**config.mk**
```make
export PLATFORM = sky130hd
export DESIGN_NAME = ilpc_parser
export DESIGN_NICKNAME = d
export VERILOG_FILES = /design/src/hw/rtl/ilpc_pkg.sv /design/src/hw/rtl/ilpc_parser.sv
export SDC_FILE = /design/constraint.sdc
export NUM_CORES = 1
export LEC_CHECK = 0
export BUFFER_PORTS_ARGS = -buffer_cell sky130_fd_sc_hd__buf_2
export CAP_MARGIN = 20
export CORE_MARGIN = 3
export CORE_UTILIZATION = 55
export CTS_BUF_LIST = sky130_fd_sc_hd__clkbuf_8
export DETAILED_ROUTE_END_ITERATION = 8
export HOLD_SLACK_MARGIN = 0.05
export PLACE_DENSITY = 0.79
export RECOVER_POWER = 25
export SLEW_MARGIN = 20
export SYNTH_ARGS = -nofsm -noshare
export SYNTH_HDL_FRONTEND = slang
export SYNTH_SLANG_ARGS = --single-unit
```
**constraint.sdc**
```tcl
create_clock -name clk -period 3.15 [get_ports clk]
set_input_delay 0.63 -clock clk [delete_from_list [all_inputs] [get_ports clk]]
set_output_delay 0.63 -clock clk [all_outputs]
set_load 0.005 [all_outputs]
```
**src/hw/rtl/ilpc_pkg.sv**
```systemverilog
// shared types and constants for the ipv4 source lru packet counter
`timescale 1ns / 1ps
`default_nettype none
package ilpc_pkg;

    localparam logic [7:0] ETYPE_HI      = 8'h08;
    localparam logic [7:0] ETYPE_LO      = 8'h00;
    localparam logic [5:0] POS_TYPE_HI   = 6'd12;
    localparam logic [5:0] POS_TYPE_LO   = 6'd13;
    localparam logic [5:0] POS_ADDR_LO   = 6'd26;
    localparam logic [5:0] POS_ADDR_HI   = 6'd29;
    localparam logic [5:0] POS_MIN_LAST  = 6'd33;
    localparam logic [5:0] POS_MAX       = 6'd63;

    typedef struct packed {
        logic [7:0] data_byte;
        logic       frame_end;
    } item_t;

    typedef struct packed {
        logic        counted;
        logic [31:0] source_address;
        logic [31:0] packet_count;
        logic        new_entry;
    } result_t;

    typedef struct packed {
        logic        counted;
        logic [31:0] addr;
    } job_t;

    typedef struct packed {
        logic ready;
        logic clearing;
    } tbl_status_t;

endpackage
`default_nettype wire

```
**src/hw/rtl/ilpc_parser.sv**
```systemverilog
// byte parser: tracks position, ethertype and source address of a frame
`timescale 1ns / 1ps
`default_nettype none
module ilpc_parser (
    input  wire                  clk,
    input  wire                  rst_n,
    input  wire                  item_valid,
    input  wire                  item_stall,
    input  ilpc_pkg::item_t      item,
    output logic                 job_valid,
    output ilpc_pkg::job_t       job
);
    import ilpc_pkg::*;

    logic [5:0]  pos_reg,  pos_next;
    logic        type_reg, type_next;
    logic [31:0] addr_reg, addr_next;
    logic        accept;

    assign accept    = item_valid && !item_stall;
    assign job_valid = item_valid && item.frame_end;
    assign job.counted = type_reg && (pos_reg >= POS_MIN_LAST);
    assign job.addr    = addr_reg;

    always_comb
    begin
        pos_next  = pos_reg;
        type_next = type_reg;
        addr_next = addr_reg;
        if (accept)
        begin
            if (pos_reg == POS_TYPE_HI)
                type_next = (item.data_byte == ETYPE_HI);
            else if (pos_reg == POS_TYPE_LO)
                type_next = type_reg && (item.data_byte == ETYPE_LO);
            if (pos_reg >= POS_ADDR_LO && pos_reg <= POS_ADDR_HI)
                addr_next = {addr_reg[23:0], item.data_byte};
            if (pos_reg < POS_MAX)
                pos_next = pos_reg + 6'd1;
            if (item.frame_end)
            begin
                pos_next  = '0;
                type_next = 1'b0;
                addr_next = '0;
            end
        end
    end

    always_ff @(posedge clk or negedge rst_n)
    begin
        if (!rst_n)
        begin
            pos_reg  <= '0;
            type_reg <= 1'b0;
            addr_reg <= '0;
        end
        else
        begin
            pos_reg  <= pos_next;
            type_reg <= type_next;
            addr_reg <= addr_next;
        end
    end

endmodule
`default_nettype wire

```
## Word level (Yosys, flattened, before mapping)

Cells that the tools add are included.

- Bits in registers: 39
- Bits in latches: 0
- Memory bits (writable): 0
- Bits in read-only memories: 0
- Bits of input ports: 13
- Output and inout port bits: 34
- Memories: 0

- Add/sub/neg operators: 1
- Multipliers: 0
- Divide/modulo/power cells: 0
- $lt $le $gt $ge: 4
- Equal/unequal tests: 3
- Shifts and indexed selects: 0
- Multiplexer cells: 7
- Bitwise gates (word level): 0
- Reductions and logical operators: 13

Operator list:

| operator | number |
|---|---|
| 2-to-1 mux 32 bit | 2 |
| == test 6 x 4 -> 1 bit (second input constant) | 2 |
| 2-to-1 mux 6 bit | 2 |
| == test 8 x 4 -> 1 bit (second input constant) | 1 |
| logical NOT 8 bit | 1 |
| adder 6 x 1 -> 6 bit (second input constant) | 1 |
| greater-or-equal comparator 6 x 5 -> 1 bit (second input constant) | 1 |
| greater-or-equal comparator 6 bit (second input constant) | 1 |
| <= comparator 6 x 5 -> 1 bit (second input constant) | 1 |
| less-than comparator 6 bit (second input constant) | 1 |
| AND reduction 2 bit | 3 |
| logical AND 1 bit | 5 |
| nonzero test 2 bit | 2 |
| 2-to-1 mux 1 bit | 3 |
| nonzero test 3 bit | 1 |
| logical NOT 1 bit | 1 |

## Logic depth before layout (Yosys ltp)

- Depth after elaboration: 5
- Depth in mapped cells: 7
- Depth with buffers taken out: 5

## Worst setup path before layout

No wires, ideal clock.

- Kind: in2out
- From: in item[0] (netlist name)
- To: out job_valid
- Arrival time: 1.342 ns
- Required time: 2.520 ns
- Slack: 1.178 ns
- Cell stages on the path: 4
- Path buffers: 3
- Path through: buf_2 clkbuf_1 buf_2 and2_1

- Longest elaborated chain between the ends: 1

RTL lines:

| what | line | source |
|---|---|---|
| start: declaration | ilpc_parser.sv:9 | `input ilpc_pkg::item_t item,` |
| logical AND 1 bit | ilpc_parser.sv:21 | `assign job_valid = item_valid && item.frame_end;` |
| end: declaration | ilpc_parser.sv:10 | `output logic job_valid,` |

No other way between the ends.

## Final worst setup path

- From: reg pos_reg[0]
- To: reg addr_reg[0]

- Longest elaborated chain between the ends: 4
- Elaborated cells between the ends (all ways): 5
- Those cells by class: order compare (2); reduce/logical (3)

RTL lines:

| what | line | source |
|---|---|---|
| start: declaration | ilpc_parser.sv:15 | `logic [5:0] pos_reg, pos_next;` |
| start signal: assignment | ilpc_parser.sv:59 | `pos_reg <= pos_next;` |
| greater-or-equal comparator 6 x 5 -> 1 bit / <= comparator 6 x 5 -> 1 bit (equally long branches) | ilpc_parser.sv:36 | `if (pos_reg >= POS_ADDR_LO && pos_reg <= POS_ADDR_HI)` |
| logical AND 1 bit (*) | ilpc_parser.sv:36 |  |
| nonzero test 2 bit (no line) (*) | - |  |
| AND reduction 2 bit (no line) (*) | - |  |
| end signal: assignment | ilpc_parser.sv:61 | `addr_reg <= addr_next;` |
| end: declaration | ilpc_parser.sv:17 | `logic [31:0] addr_reg, addr_next;` |

Every way passes the cells marked *; elsewhere a longest branch is shown, timed or not.
A chain may end at the register's enable or synchronous reset.

==> out/metrics.cfg <==
[outcome]
status=complete, but fails checks
failed_checks=capacitance limit, slew limit

[detailed_routing]
first_pass_iters=4
vias=2129
drc=0
totalWireLength_um=5690
avgRoutedWirePerCell_um=17.5
drt_iter0_markers=227
ant_nets=0
viasPerCell=6.57

[floorplan]
io_pins=47
coreArea_um2=4410
die_area_um2=5460
num_rows=24
start_util=0.574
die_x_um=73.9
die_h_um=73.9

[min_path]
hp-class=reg -> reg
hp-start=addr_reg[29]

[critical_path]
required_ns=3.30
path_max_fanout=33
cp_slowest_cell=o21a_2
slowest_delay_ns=0.57
cp_top_family=compound AO/OA/AOI/OAI gates
r2r_start=pos_reg[0]
end_kind=register
crit_chain=inv_1, ha_1, o21a_2, o21a_4, o221ai_1
cp_num_buf_inv=1
critical_path_class=reg -> reg
arrival_ns=2.42
startpoint_type=register
worstSetupStartpoint=pos_reg[0]

[synthesis]
synth_cell_types=37
synth_top_area_cell=dfrtp_1
ys_seq_area_frac=0.385
synth_area_per_cell_um2=10.3
netlist_top_cells_area=dfrtp_1 38%, o2111ai_1 11%, o221ai_2 9.5%
synthCells=245
synth_top_area_share=0.385
netlist_area_um2=2530
yosysWarnings=0
synth-seq-cells=39
syn_nets=262

[cells_and_area]
drive_gt1_frac=0.287
largest_register_ffs=32
diodes=0
area_growth_pct=8.98
finalInstanceArea_um2=2760
fin_nets=288

[clock_tree]
clkLatencyLatePin_ns=0.29
post_cts_resized=0
cts_max_level=2
holdBufCountCts=0
cts-root-buf=clkbuf_8
cts_tree=done
clk_path_buf_depth=2
cts.clk_slew.worst_paths_ns=0.08
cts_setup_buffers=0
cts_buffers=5
clock-sinks=39

[timing]
rsz0062_at_grt=no
fin_tns_setup_ns=0
min_period_over_period=0.721
finClkSkew_ns=0.00405
worstMarginPinSlew_ns=2.13
hold_viol=0
worst_slack_ns=0.877
drv_slew=40
maxSlewHeadroom=-0.422
period_minus_slack_ns=2.27
setup_violations=0
clock.fmax_mhz=440

[grt]
grt_pass1_wl_um=9530
grt_antenna_before_repair=0
grt_pass1_vias=1925
grt_remaining_overflow=0
grt_max_degree=43
grt_usage=0.224

[placement]
placed_area_um2=2660
portBuffers=46
hpwl_um=3600
routabilityCongestion=0.835
pre_cts_ws_ns=0.891

[job]
cap_violations=1

[pwr]
p_per_area_nw_per_um2=543
irDropWorstVdd_mv=0.490
leakagePower_nw=1.15

-- synthesized netlist by cell type (all sizes together) --
library cell and n:
and2 1, and3 1, o21a 2, o311ai 1, o2111ai 32, ha 4, nand3 2, o211a 1
and2b 1, o41ai 1, a21oi 3, nand2b 34, dfrtp 39, o31ai 1, nand3b 1, o221ai 32
nor4bb 1, o21ba 1, nor2 2, mux2 1, a41o 1, clkbuf 6, and3b 1, a31o 1
inv 2, o2bb2ai 2, nand2 35, buf 26, a41oi 1, mux2i 3, nor4 3, nor3b 2
nand4bb 1
-- worst min-delay path: stages (launching register included) --
cell      delay, ns
dfrtp_1        0.36
nand2_1        0.06
o221ai_1       0.06
-- kinds of logic (layout without fill, tap and decap cells) --
logic type      after synthesis  after routing  share of synthesized area
mux                           4              4                     0.0163
simple gates                 85             85                      0.179
flops                        39             39                      0.385
buf+inv                      34             61                     0.0834
compound gates               79             79                      0.317
fa+ha+maj                     4              4                     0.0197
-- where the power goes --
part	total (mW)	switching [mW]	internal, mW	leakage, nW
sequential	0.672	0.0983	0.574	0.527
clock	0.375	0.178	0.197	0.0557
combinational	0.453	0.282	0.171	0.568
-- worst paths after layout --
kind	end	slack [ns]	cells past startpoint
max	addr_reg[0]	0.88	5
min	addr_reg[29]	0.52	2
max reg2reg	addr_reg[0]	0.88	5
min reg2reg	addr_reg[29]	0.52	2
max in group asynchronous	addr_reg[10]	0.98	1
min in group asynchronous	addr_reg[26]	0.95	1
-- final cells by class --
class                      count  area, µm²
fill                         386       1650
multi-input combinational    172       1350
sequential                    39        976
timing repair buffer          51        267
clock buffer                   7       96.3
tap                           52       65.1
inverter                       2       7.51
clock inverter                 1       3.75
-- layout by cell type (no fill, tap or decap), types with 2 or more instances in the layout --
cell and count:
buf_2 45, dfrtp_1 39, nand2_1 35, nand2b_1 34, o2111ai_1 32, o221ai_1 16
o221ai_2 16, clkbuf_8 7, buf_4 5, ha_1 4, inv_1 3, nor4_1 3
a21oi_1 3, mux2i_1 3, nand3_1 2, nor2_1 2, nor3b_1 2, o2bb2ai_1 2
-- routing by layer --
| metal | track usage | share of wire | vias up | wire, µm |
|---|---|---|---|---|
| li1 | - | - | 1009 | - |
| met1 | 0.337 | 0.47 | 1045 | 2680 |
| met2 | 0.310 | 0.44 | 68 | 2520 |
| met3 | 0.0520 | 0.068 | 7 | 385 |
| met4 | 0.0785 | 0.017 | 0 | 99 |
| met5 | 0 | 0 | - | 0 |
-- through the flow --
step | util | total power, mW | cells | hold slack (ns)
after global placement | 0.603 | 1.12 | 316 | 0.490
after floorplan | - | 1.02 | 245 | 0.334
after CTS | 0.626 | 1.51 | 324 | 0.472
after global routing | 0.626 | 1.60 | 324 | 0.540
final | 0.626 | 1.50 | 324 | 0.516
after detailed placement | 0.603 | 1.13 | 316 | 0.499
(Power assumes the default switching activity.)
